[src/hw/rtl/cvxh_pkg.sv]
`timescale 1ns / 1ps
// ----------------------------------------------------------------------------
// cvxh_pkg: shared types for the gift-wrap convex hull block
// Item structs for both channels, the stored point pair and the control
// bundle that drives the shared cross-product unit.
// ----------------------------------------------------------------------------
package cvxh_pkg;

  localparam int COORD_W = 16;
  localparam int VIDX_W  = 6;
  localparam int DIFF_W  = COORD_W + 1;
  localparam int PROD_W  = 2 * DIFF_W;
  localparam int ACC_W   = PROD_W + 1;

  typedef struct packed {
    logic signed [COORD_W-1:0] point_x;
    logic signed [COORD_W-1:0] point_y;
    logic                      last_point;
  } point_item_t;

  typedef struct packed {
    logic signed [COORD_W-1:0] vertex_x;
    logic signed [COORD_W-1:0] vertex_y;
    logic [VIDX_W-1:0]         vertex_index;
    logic                      last_vertex;
    logic                      bound_hit;
  } vertex_item_t;

  typedef struct packed {
    logic signed [COORD_W-1:0] x;
    logic signed [COORD_W-1:0] y;
  } coord_t;

  // Steps of one cross-product evaluation, one per cycle.
  typedef struct packed {
    logic load;      // latch the coordinate differences
    logic mul_first; // acc = dix * dqy
    logic mul_second; // acc = acc - diy * dqx
  } cross_ctl_t;

endpackage

[src/hw/rtl/cvxh_cross.sv]
`timescale 1ns / 1ps
// ----------------------------------------------------------------------------
// cvxh_cross: shared cross-product unit
// Evaluates (Pi - Pp) x (Pq - Pp) with one signed 17x17 multiplier, taking
// the two products in turn, and flags a strictly positive result.
// ----------------------------------------------------------------------------
module cvxh_cross (
  input  logic                 clk,
  input  cvxh_pkg::cross_ctl_t ctl,
  input  cvxh_pkg::coord_t     pt_p,
  input  cvxh_pkg::coord_t     pt_i,
  input  cvxh_pkg::coord_t     pt_q,
  output logic                 positive
);

  logic signed [cvxh_pkg::DIFF_W-1:0] dix, diy, dqx, dqy;
  logic signed [cvxh_pkg::DIFF_W-1:0] mul_a, mul_b;
  logic signed [cvxh_pkg::PROD_W-1:0] prod;
  logic signed [cvxh_pkg::ACC_W-1:0]  acc;

  // Operand select for the single multiplier.
  assign mul_a = ctl.mul_second ? diy : dix;
  assign mul_b = ctl.mul_second ? dqx : dqy;
  assign prod  = mul_a * mul_b;

  always_ff @(posedge clk) begin
    if (ctl.load) begin
      dix <= $signed({pt_i.x[cvxh_pkg::COORD_W-1], pt_i.x})
           - $signed({pt_p.x[cvxh_pkg::COORD_W-1], pt_p.x});
      diy <= $signed({pt_i.y[cvxh_pkg::COORD_W-1], pt_i.y})
           - $signed({pt_p.y[cvxh_pkg::COORD_W-1], pt_p.y});
      dqx <= $signed({pt_q.x[cvxh_pkg::COORD_W-1], pt_q.x})
           - $signed({pt_p.x[cvxh_pkg::COORD_W-1], pt_p.x});
      dqy <= $signed({pt_q.y[cvxh_pkg::COORD_W-1], pt_q.y})
           - $signed({pt_p.y[cvxh_pkg::COORD_W-1], pt_p.y});
    end
    if (ctl.mul_first) begin
      acc <= cvxh_pkg::ACC_W'(prod);
    end else if (ctl.mul_second) begin
      acc <= acc - cvxh_pkg::ACC_W'(prod);
    end
  end

  assign positive = (acc > $signed({cvxh_pkg::ACC_W{1'b0}}));

endmodule

[src/hw/rtl/convex_hull_gift_wrap.sv]
`timescale 1ns / 1ps
// ----------------------------------------------------------------------------
// convex_hull_gift_wrap: convex hull of a point set by gift wrapping
// Loads signed Q7.8 points, then walks the hull and emits its vertices.
// ----------------------------------------------------------------------------
// Usage:
//   point channel  : one point per item, accepted while point_stall is low.
//   Plain points load back to back. An item with last_point set is
//   stored too and starts the hull walk; point_stall stays high until the
//   last vertex of the set has been placed in the output register.
//   vertex channel : one item per hull vertex in walk order, starting at the
//   leftmost point (lowest index on ties). last_vertex marks the final one;
//   bound_hit is set on every vertex of a set that dropped points or hit the
//   vertex limit. Sets of one or two points come back as loaded.
//   Steps after the last item: a leftmost search with one store read per
//   point; per vertex, a load of the first candidate (ST_VERT, ST_Q_RD,
//   ST_Q_LD) and a test of each point (ST_C_RD to ST_C_CMP) through the
//   single shared multiplier of the cross-product unit; then a read-back
//   and emit of each vertex, plus any stall time on the vertex channel.
//   A stalled vertex item holds in the output register; the sequencer waits
//   for it before loading the next one. The next set may start loading while
//   the final vertex item still waits.
//   Reset (rst, synchronous) empties the point store and clears the flags;
//   store contents are not cleared since only written entries are read.
// ----------------------------------------------------------------------------
module convex_hull_gift_wrap #(
  parameter int MAX_POINTS = 64
) (
  input  logic                   clk,
  input  logic                   rst,
  input  logic                   point_valid,
  output logic                   point_stall,
  input  cvxh_pkg::point_item_t  point,
  output logic                   vertex_valid,
  input  logic                   vertex_stall,
  output cvxh_pkg::vertex_item_t vertex
);

  localparam int IW = $clog2(MAX_POINTS);
  localparam int CW = $clog2(MAX_POINTS + 1);

  typedef enum logic [3:0] {
    ST_IDLE,
    ST_FIND_RD,
    ST_FIND_CMP,
    ST_VERT,
    ST_Q_RD,
    ST_Q_LD,
    ST_C_RD,
    ST_C_DIFF,
    ST_C_MUL1,
    ST_C_MUL2,
    ST_C_CMP,
    ST_E_RD,
    ST_E_PT,
    ST_E_OUT
  } state_t;

  state_t state;

  // Point store and walk results.
  cvxh_pkg::coord_t pt_mem [MAX_POINTS];
  logic [IW-1:0]    vtx_mem [MAX_POINTS];
  cvxh_pkg::coord_t rd_pt;
  logic [IW-1:0]    rd_addr;
  logic             rd_en;
  logic [IW-1:0]    vtx_rd;

  // Set bookkeeping.
  logic [CW-1:0] count;
  logic          overflow;
  logic          hit;
  logic          direct;
  logic [CW-1:0] nv;

  // Walk registers.
  logic [IW-1:0]    i;
  logic [IW-1:0]    l;
  logic [IW-1:0]    p;
  logic [IW-1:0]    q;
  cvxh_pkg::coord_t pt_p;
  cvxh_pkg::coord_t pt_q;
  logic [IW-1:0]    k;
  logic [IW-1:0]    e_idx;

  // Shared cross-product unit.
  cvxh_pkg::cross_ctl_t xctl;
  logic                 xpos;

  // Derived terms.
  logic          in_accept;
  logic          full;
  logic [CW-1:0] count_new;
  logic          overflow_new;
  logic          i_last;
  logic [IW-1:0] p_inc;
  logic          find_upd;
  logic [IW-1:0] q_new;
  cvxh_pkg::coord_t pt_q_new;
  logic          out_free;
  logic          out_load;
  logic          k_last;
  logic [IW-1:0] e_sel;

  assign point_stall  = (state != ST_IDLE);
  assign in_accept    = point_valid && !point_stall;
  assign full         = (count >= CW'(MAX_POINTS));
  assign count_new    = full ? count : count + CW'(1);
  assign overflow_new = overflow || full;

  assign i_last   = (CW'(i) + CW'(1) == count);
  assign p_inc    = (CW'(p) + CW'(1) == count) ? '0 : p + IW'(1);
  assign find_upd = (i == '0) || (rd_pt.x < pt_p.x);
  assign q_new    = xpos ? i : q;
  assign pt_q_new = xpos ? rd_pt : pt_q;

  assign out_free = !vertex_valid || !vertex_stall;
  assign out_load = (state == ST_E_OUT) && out_free;
  assign k_last   = (CW'(k) + CW'(1) == nv);
  assign e_sel    = direct ? k : vtx_rd;

  // Read address of the point store for each reading state.
  always_comb begin
    rd_en   = 1'b0;
    rd_addr = i;
    case (state)
      ST_FIND_RD, ST_C_RD: begin
        rd_en   = 1'b1;
        rd_addr = i;
      end
      ST_Q_RD: begin
        rd_en   = 1'b1;
        rd_addr = q;
      end
      ST_E_PT: begin
        rd_en   = 1'b1;
        rd_addr = e_sel;
      end
      default: begin
        rd_en   = 1'b0;
        rd_addr = i;
      end
    endcase
  end

  always_comb begin
    xctl            = '0;
    xctl.load       = (state == ST_C_DIFF);
    xctl.mul_first  = (state == ST_C_MUL1);
    xctl.mul_second = (state == ST_C_MUL2);
  end

  cvxh_cross u_cross (
    .clk      (clk),
    .ctl      (xctl),
    .pt_p     (pt_p),
    .pt_i     (rd_pt),
    .pt_q     (pt_q),
    .positive (xpos)
  );

  // Point store: write on load, registered read.
  always_ff @(posedge clk) begin
    if (in_accept && !full) begin
      pt_mem[count[IW-1:0]] <= '{x: point.point_x, y: point.point_y};
    end
    if (rd_en) begin
      rd_pt <= pt_mem[rd_addr];
    end
  end

  // Vertex list: append during the walk, read back while emitting.
  always_ff @(posedge clk) begin
    if ((state == ST_VERT) && (nv != CW'(MAX_POINTS))) begin
      vtx_mem[nv[IW-1:0]] <= p;
    end
    if (state == ST_E_RD) begin
      vtx_rd <= vtx_mem[k];
    end
  end

  // Sequencer, set bookkeeping and output register.
  always_ff @(posedge clk) begin
    if (rst) begin
      state        <= ST_IDLE;
      count        <= '0;
      overflow     <= 1'b0;
      vertex_valid <= 1'b0;
    end else begin
      // Raise valid with a new result; drop it once the receiver takes it.
      if (out_load) begin
        vertex_valid <= 1'b1;
      end else if (!vertex_stall) begin
        vertex_valid <= 1'b0;
      end

      case (state)
        ST_IDLE: begin
          if (in_accept) begin
            count    <= count_new;
            overflow <= overflow_new;
            if (point.last_point) begin
              hit <= overflow_new;
              k   <= '0;
              i   <= '0;
              if (count_new < CW'(3)) begin
                direct <= 1'b1;
                nv     <= count_new;
                state  <= ST_E_RD;
              end else begin
                direct <= 1'b0;
                nv     <= '0;
                state  <= ST_FIND_RD;
              end
            end
          end
        end

        ST_FIND_RD: begin
          state <= ST_FIND_CMP;
        end

        // Track the leftmost point in l / pt_p; strict compare keeps the
        // lowest index on ties.
        ST_FIND_CMP: begin
          if (find_upd) begin
            l    <= i;
            pt_p <= rd_pt;
          end
          if (i_last) begin
            p     <= find_upd ? i : l;
            state <= ST_VERT;
          end else begin
            i     <= i + IW'(1);
            state <= ST_FIND_RD;
          end
        end

        // Record p as a vertex, or stop at the vertex limit.
        ST_VERT: begin
          if (nv == CW'(MAX_POINTS)) begin
            hit   <= 1'b1;
            k     <= '0;
            state <= ST_E_RD;
          end else begin
            nv    <= nv + CW'(1);
            q     <= p_inc;
            state <= ST_Q_RD;
          end
        end

        ST_Q_RD: begin
          state <= ST_Q_LD;
        end

        ST_Q_LD: begin
          pt_q  <= rd_pt;
          i     <= '0;
          state <= ST_C_RD;
        end

        ST_C_RD: begin
          state <= ST_C_DIFF;
        end

        ST_C_DIFF: begin
          state <= ST_C_MUL1;
        end

        ST_C_MUL1: begin
          state <= ST_C_MUL2;
        end

        ST_C_MUL2: begin
          state <= ST_C_CMP;
        end

        // Replace the candidate on a strictly positive cross product.
        ST_C_CMP: begin
          q    <= q_new;
          pt_q <= pt_q_new;
          if (i_last) begin
            p    <= q_new;
            pt_p <= pt_q_new;
            if (q_new == l) begin
              k     <= '0;
              state <= ST_E_RD;
            end else begin
              state <= ST_VERT;
            end
          end else begin
            i     <= i + IW'(1);
            state <= ST_C_RD;
          end
        end

        ST_E_RD: begin
          state <= ST_E_PT;
        end

        ST_E_PT: begin
          e_idx <= e_sel;
          state <= ST_E_OUT;
        end

        // Hold here until the output register is free.
        ST_E_OUT: begin
          if (out_free) begin
            vertex.vertex_x     <= rd_pt.x;
            vertex.vertex_y     <= rd_pt.y;
            vertex.vertex_index <= cvxh_pkg::VIDX_W'(e_idx);
            vertex.last_vertex  <= k_last;
            vertex.bound_hit    <= hit;
            if (k_last) begin
              count    <= '0;
              overflow <= 1'b0;
              state    <= ST_IDLE;
            end else begin
              k     <= k + IW'(1);
              state <= ST_E_RD;
            end
          end
        end

        default: begin
          state <= ST_IDLE;
        end
      endcase
    end
  end

  // --------------------------------------------------------------------------
  // Assertions
  // --------------------------------------------------------------------------
  a_count_bound: assert property (@(posedge clk) disable iff (rst)
    count <= CW'(MAX_POINTS))
    else $error("point count beyond store depth");

  a_vert_bound: assert property (@(posedge clk) disable iff (rst)
    (state == ST_VERT) |-> (nv <= CW'(MAX_POINTS)))
    else $error("vertex count beyond limit");

  a_end_of_set: assert property (@(posedge clk) disable iff (rst)
    (out_load && k_last) |=> ((state == ST_IDLE) && (count == '0) && !overflow))
    else $error("set not cleared after final vertex");

  a_emit_index: assert property (@(posedge clk) disable iff (rst)
    out_load |-> (CW'(e_idx) < count))
    else $error("emitted vertex index outside loaded set");

endmodule

[config.mk]
export PLATFORM = sky130hd
export DESIGN_NAME = convex_hull_gift_wrap
export DESIGN_NICKNAME = d
export VERILOG_FILES = /design/src/hw/rtl/cvxh_pkg.sv /design/src/hw/rtl/cvxh_cross.sv /design/src/hw/rtl/convex_hull_gift_wrap.sv
export SDC_FILE = /design/constraint.sdc
export NUM_CORES = 2
export LEC_CHECK = 0
export ABC_AREA = 1
export BUFFER_PORTS_ARGS = -buffer_cell sky130_fd_sc_hd__buf_4
export CORE_ASPECT_RATIO = 0.75
export CORE_MARGIN = 2
export CORE_UTILIZATION = 25
export CTS_CLUSTER_SIZE = 8
export DETAILED_ROUTE_END_ITERATION = 6
export PLACE_DENSITY_LB_ADDON = 0.08
export RECOVER_POWER = 100
export SLEW_MARGIN = 5
export SYNTH_ARGS = -nofsm -noshare
export SYNTH_HDL_FRONTEND = slang
export SYNTH_SLANG_ARGS = --single-unit
[constraint.sdc]
create_clock -name clk -period 10.45 [get_ports clk]
set_clock_uncertainty 0.05 [all_clocks]
set_input_delay 1.5675 -clock clk [delete_from_list [all_inputs] [get_ports clk]]
set_output_delay 1.5675 -clock clk [all_outputs]
set_load 0.005 [all_outputs]
* Yosys cells after proc, flatten, opt, wreduce, memory -nomap -nowiden *
Memories as Yosys holds them, arrays and structs flattened. A register that Yosys moved wholly into a read port is not among the register bits.
Index checks and enable logic that the tools add are counted.
W data, S select, Z words.

storage, ports and cells
  bits in registers = 265
  memory bits (writable) = 2432
  bits of input ports = 37
  output and inout port bits = 42
  logic and storage cells = 183
  memories = 2

operators by class
  add/subtract/negate cells = 13
  $mul = 1
  $lt $le $gt $ge = 4
  equal/unequal tests = 32
  mux-type cells = 65
  bitwise operators = 1
  reductions and logical operators = 38

memory list
  memory   depth  bits a word  read ports  clocked after Yosys merged registers in  wr ports  RTL line                     source
  pt_mem   64     32           1           1                                        1         convex_hull_gift_wrap.sv:62  cvxh_pkg::coord_t pt_mem [MAX_POINTS];
  vtx_mem  64     6            1           1                                        1         convex_hull_gift_wrap.sv:63  logic [IW-1:0] vtx_mem [MAX_POINTS];

operators by type and width
  cell                   number
  $pmux W32 S2           2
  $mux W32               3
  $mux W6                15
  $mux W35               2
  $sub A16 B16 Y17       4
  $mux W7                8
  $pmux W4 S14           1
  $pmux W6 S2            3
  $gt A35 B1 Y1 const B  1
  $sub A35 B34 Y35       1
  $mul A17 B17 Y34       1
  $mux W17               2
  $mux W4                8
  $pmux W7 S2            2
  $eq A4 B4 Y1 const B   6
  $pmux W6 S4            1
  $ne A2 B2 Y1 const B   11
  $add A6 B1 Y7 const B  3
  $eq A7 B7 Y1           3
  $add A6 B1 Y6 const B  3
  $pmux W6 S3            1
  $eq A4 B3 Y1 const B   4
  $lt A16 B16 Y1         1
  $reduce_and A4 Y1      4
  other kinds (27)       64

* Depth between registers and ports, before layout *
  word-level depth = 7
  mapped depth = 49

* Cells and area by module *
From an unflattened synthesis, not the netlist that was laid out.

unflattened totals
  cell total of the unflattened synthesis = 12810
  area, all modules = 133680.7 um^2

modules (own cells, without submodules)
  module                 times used  cells an instance  area each (um^2)  sequential area each (um^2)
  convex_hull_gift_wrap  1           10221              113410.0          78905.7
  cvxh_cross             1           2589               20270.7           3093.0

* Least setup slack after synthesis *
Ideal clock, no wire load.

  path type = register -> register
  from = register state[3]
  to = register u_cross.acc[28] (netlist bit) (data pin)
  setup time = 0.253 ns
  data arrival time = 7.684 ns
  data required time = 10.147 ns
  path slack = 2.463 ns
  stages on the path, launching flop included = 40
  path buffers = 3
  period minus slack after synthesis = 7.987 ns
  cells stage by stage = dfxtp_1 inv_1 nor2_1 inv_1 nor2_1 inv_2 buf_2 clkbuf_1 o21ai_0 clkbuf_1 nand2_1 fa_1 fa_1 fa_1 fa_1 inv_1 fa_1 inv_1 [4 not listed] nor2_1 nand3_1 nand3_1 nand2_1 nand2_1 xor2_1 inv_1 ha_1 nand2_1 nor4_1 nand4_1 nand3_1 nand3_1 o211ai_1 a21oi_1 xor2_1 nand2_1 nand2_1

between the ends
  word-level cells in the longest chain between the ends = 6

RTL lines
  element                      RTL line                            source
  start, declared              convex_hull_gift_wrap.sv:59         state_t state;
  start signal, assigned       convex_hull_gift_wrap.sv:185        state <= ST_IDLE;
  start signal, assigned       convex_hull_gift_wrap.sv:209        state <= ST_E_RD;
  start signal, assigned       convex_hull_gift_wrap.sv:213        state <= ST_FIND_RD;
  $eq A4 B4 Y1                 convex_hull_gift_wrap.sv:150        xctl.mul_second = (state == ST_C_MUL2);
  $mux W17 (on tied branches)  cvxh_cross.sv:22, cvxh_cross.sv:23
  $mul A17 B17 Y34             cvxh_cross.sv:24                    assign prod = mul_a * mul_b;
  $sub A35 B34 Y35             cvxh_cross.sv:40                    acc <= acc - cvxh_pkg::ACC_W'(prod);
  $mux W35                     cvxh_cross.sv:39                    end else if (ctl.mul_second) begin
  $mux W35 *                   cvxh_cross.sv:37                    if (ctl.mul_first) begin
  end signal, assigned         cvxh_cross.sv:38                    acc <= cvxh_pkg::ACC_W'(prod);
  end signal, assigned         cvxh_cross.sv:40
  end, declared                cvxh_cross.sv:19                    logic signed [cvxh_pkg::ACC_W-1:0] acc;

Every way passes the cells marked *; elsewhere a longest branch is shown, timed or not. The select of a mux whose other input is x is not followed.
A chain may end at the register's enable or synchronous reset.

* Worst setup path in the final report *
  from = register state[3]
  to = register u_cross.acc[31] (netlist bit) (data pin)

Same word-level chain as after synthesis.

==> results.toml <==
[clock_network]
cts_hold_buf = 0
cts_tree = "done"
clock_latency_ns = 1.02
postCtsSetupBuffers = 0
cts.path.max_buffers = 4
clkTransAtPathRegs_ns = 0.06
cts_root_buf = "clkbuf_16"
cts_sinks = 2735
numCtsBuffers = 381
htreeDepth = 5

[sta]
finalWorstSetupSlack_ns = 0.871
tightest_slew_ns = 6.65
period_share_pct = 91.7
setup-violations-final = 0
finalHoldViolCount = 0
rsz0062_at_grt = "no"
period_needed_ns = 9.58
setup_tns_ns = 0
fmax_mhz = 104
relSlewSlack_pct = -343
drv_slew = 5242

[final_layout]
multi_input_comb_area_sq_mm = 0.0380
final.fill_count = 50400
final_area_sq_mm = 0.143
syn_to_final_growth_pct = 14.6
drive_above_1_share_pct = 7.27
stdcell_count = 16900
fin_nets = 10700
regArea_sq_mm = 0.0820

[global_routing]
top_usage_layer = "met1"
antenna_found_initial = 42
use_met1_pct = 25.6
first_global_vias = 79300
grtUsageTotal_pct = 16.8
gr-usage-met2_pct = 25.3
grt_pass1_wl_mm = 616
grt_start_max_net_pins = 188
grt-ovfl-total = 0
use_met3_pct = 2.37

[critical_path]
crit_path_end_kind = "flip-flop"
startpoint = "state[3]"
worst_ep_required_time_ns = 11.07
r2r-start = "state[3]"
path_delay_family = "adder cells"
slowest_delay_ns = 0.51
cp_max_fo = 37
cp_common_cell = "nand2_1"
startpoint_type = "flip-flop"
path_buf_inv = 9
rr_endpoint = "u_cross.acc[31]"
cp_slowest_cell = "o21ai_0"
crit_end = "u_cross.acc[31]"
path_class = "flip-flop to flip-flop"
path_depth = 38
ff2ff_path_depth = 38
arrival_ns = 10.20
reg2reg_slack_ns = 0.87

[place]
port_buffers = 78
place_inst = 16500
hpwl_mm = 255
post-place-ws_ns = 0.0467
place_area_sq_mm = 0.134
routabilityCongestion = 0.825

[job]
max_cap_violations = 120

[route]
dr.pass1.iters = 6
first_iter_violations = 7344
ant_nets = 0
routed_wl_mm = 438
via_count = 80500
vias_per_cell = 4.75
wire_per_inst_um = 25.8
drcViolationCount = 0

[synth]
synthCells = 10100
ys_types = 58
syn_nets = 10600
async_reset_ff_share_pct = 0
synth_area_leaders = "edfxtp_1 65%, o21ai_0 4.9%, fa_1 4.8%"
yosysSeqAreaShare_pct = 65.7
synth_most_common_cell = "edfxtp_1"
synth_top_area_share_pct = 65.5
synth_warnings = 0
postSynthAreaPerCell_sq_um = 12.3
synth_top_flop_cell = "edfxtp_1"
syn_area_sq_mm = 0.125
ys_seq_elements = 2735
synth-edff-count = 2722
yosysTopAreaCell = "edfxtp_1"
ys_top_cells_by_count = "2722 x edfxtp_1, 1233 x o21ai_0, 1200 x nor2_1, 778 x nand2_1, 740 x inv_1"

[status]
outcome = "finished with violations"
violations = "max-capacitance violations, max-slew violations"

[die]
fp.dieH_um = 616
rows = 224
die_x_um = 820
coreArea_sq_mm = 0.497
dieArea_sq_mm = 0.505
pin_count = 79
start_util_pct = 25.1

[hold_path]
min_path_type = "flip-flop to flip-flop"
==> how the worst min path moves through the flow <==
| stage | endpoint | start | cells after the start | slack [ns] |
|---|---|---|---|---|
| 2_1_floorplan | vertex[0] | hit | 0 | 0.35 |
| 3_3_place_gp | vertex[0] | hit | 0 | 0.36 |
| 3_5_place_dp | vertex[0] | hit | 0 | 0.36 |
| 4_1_cts | vertex[0] | hit | 0 | 0.37 |
| 5_1_grt | vertex[7] | e_idx[5] | 0 | 0.38 |
| 6_report | vertex[7] | e_idx[5] | 0 | 0.36 |
==> what timing repair did <==
action | 4_1_cts | 5_1_grt
gates resized for setup | 2 | 6
endpoints found under the hold margin | 0 | 0
endpoints found under the setup margin | 1 | 8
pin swaps | 0 | 0
==> flip-flops by register name, indices dropped and copies added, names as in the netlist, 17 cells and up <==
| signal | cells |
|---|---|
| u_cross.acc | 35 |
| u_cross.dqx | 17 |
| rd_pt | 32 |
| u_cross.diy | 17 |
| vertex | 40 |
| u_cross.dix | 17 |
| pt_p | 32 |
| vtx_mem | 384 |
| u_cross.dqy | 17 |
| pt_q | 32 |
| pt_mem | 2048 |
==> cell families after synthesis <==
kind of cell	after synthesis	share of synthesized area, %
AO/OA/AOI/OAI	2503	12.0
multiplexers	29	0.260
buffers and inverters	1334	4.29
flip-flops	2735	65.7
XOR/XNOR	113	0.793
AND/OR/NAND/NOR	2916	10.3
adder cells (fa/ha/maj)	485	6.67
==> layer usage <==
metal  vias up  share of wire [%]  wire [um]
li1      36700                  -          -
met5         -              0.017         74
met4        10                2.2       9600
met2      1913                 43     189000
met3       510                4.7      20600
met1     41400                 50     218000
==> layout by cell type, fill, tap and decap left out, types with 12 or more instances in the layout <==
master | synthesis | final
a21oi_1 | 160 | 159
a31oi_1 | 14 | 13
buf_12 | 0 | 18
buf_4 | 14 | 75
clkbuf_1 | 375 | 187
clkbuf_16 | 0 | 391
clkbuf_4 | 0 | 26
clkinv_1 | 11 | 13
dfxtp_1 | 13 | 13
diode_2 | 0 | 16
edfxtp_1 | 2722 | 2722
fa_1 | 301 | 301
ha_1 | 184 | 184
inv_1 | 740 | 740
mux2_1 | 0 | 14
mux2_2 | 28 | 14
nand2_1 | 778 | 778
nand3_1 | 343 | 343
nand4_1 | 25 | 25
nor2_1 | 1200 | 1146
nor2_4 | 1 | 56
nor3_1 | 21 | 21
o211ai_1 | 364 | 364
o21ai_0 | 1233 | 1237
o21ai_1 | 77 | 72
o21ai_2 | 11 | 12
o21bai_1 | 12 | 12
o221ai_1 | 242 | 242
o22ai_1 | 339 | 339
or2_0 | 361 | 361
or2_1 | 49 | 49
or2_2 | 109 | 109
xnor2_1 | 36 | 36
xor2_1 | 77 | 77
==> cell type report <==
cell class / count / share of cell area (%)
Antenna cell: 16 / 0.0280
Clock buffer: 431 / 6.94
Clock inverter: 15 / 0.204
Inverter: 764 / 2.02
Multi-Input combinational cell: 6046 / 26.5
Sequential cell: 2735 / 57.3
Tap cell: 6667 / 5.83
Timing Repair Buffer: 268 / 1.17
==> per-stage QoR <==
| step | hold slack (ns) | util, % |
|---|---|---|
| 6_report | 0.361 | 28.8 |
| 5_1_grt | 0.382 | 28.8 |
| 3_3_place_gp | 0.356 | 26.9 |
| 3_5_place_dp | 0.357 | 26.9 |
| 4_1_cts | 0.370 | 28.9 |
| 2_1_floorplan | 0.350 | - |
Power is not shown: default switching activity piles up to over one toggle a cycle in this logic, so the estimate is an artifact.
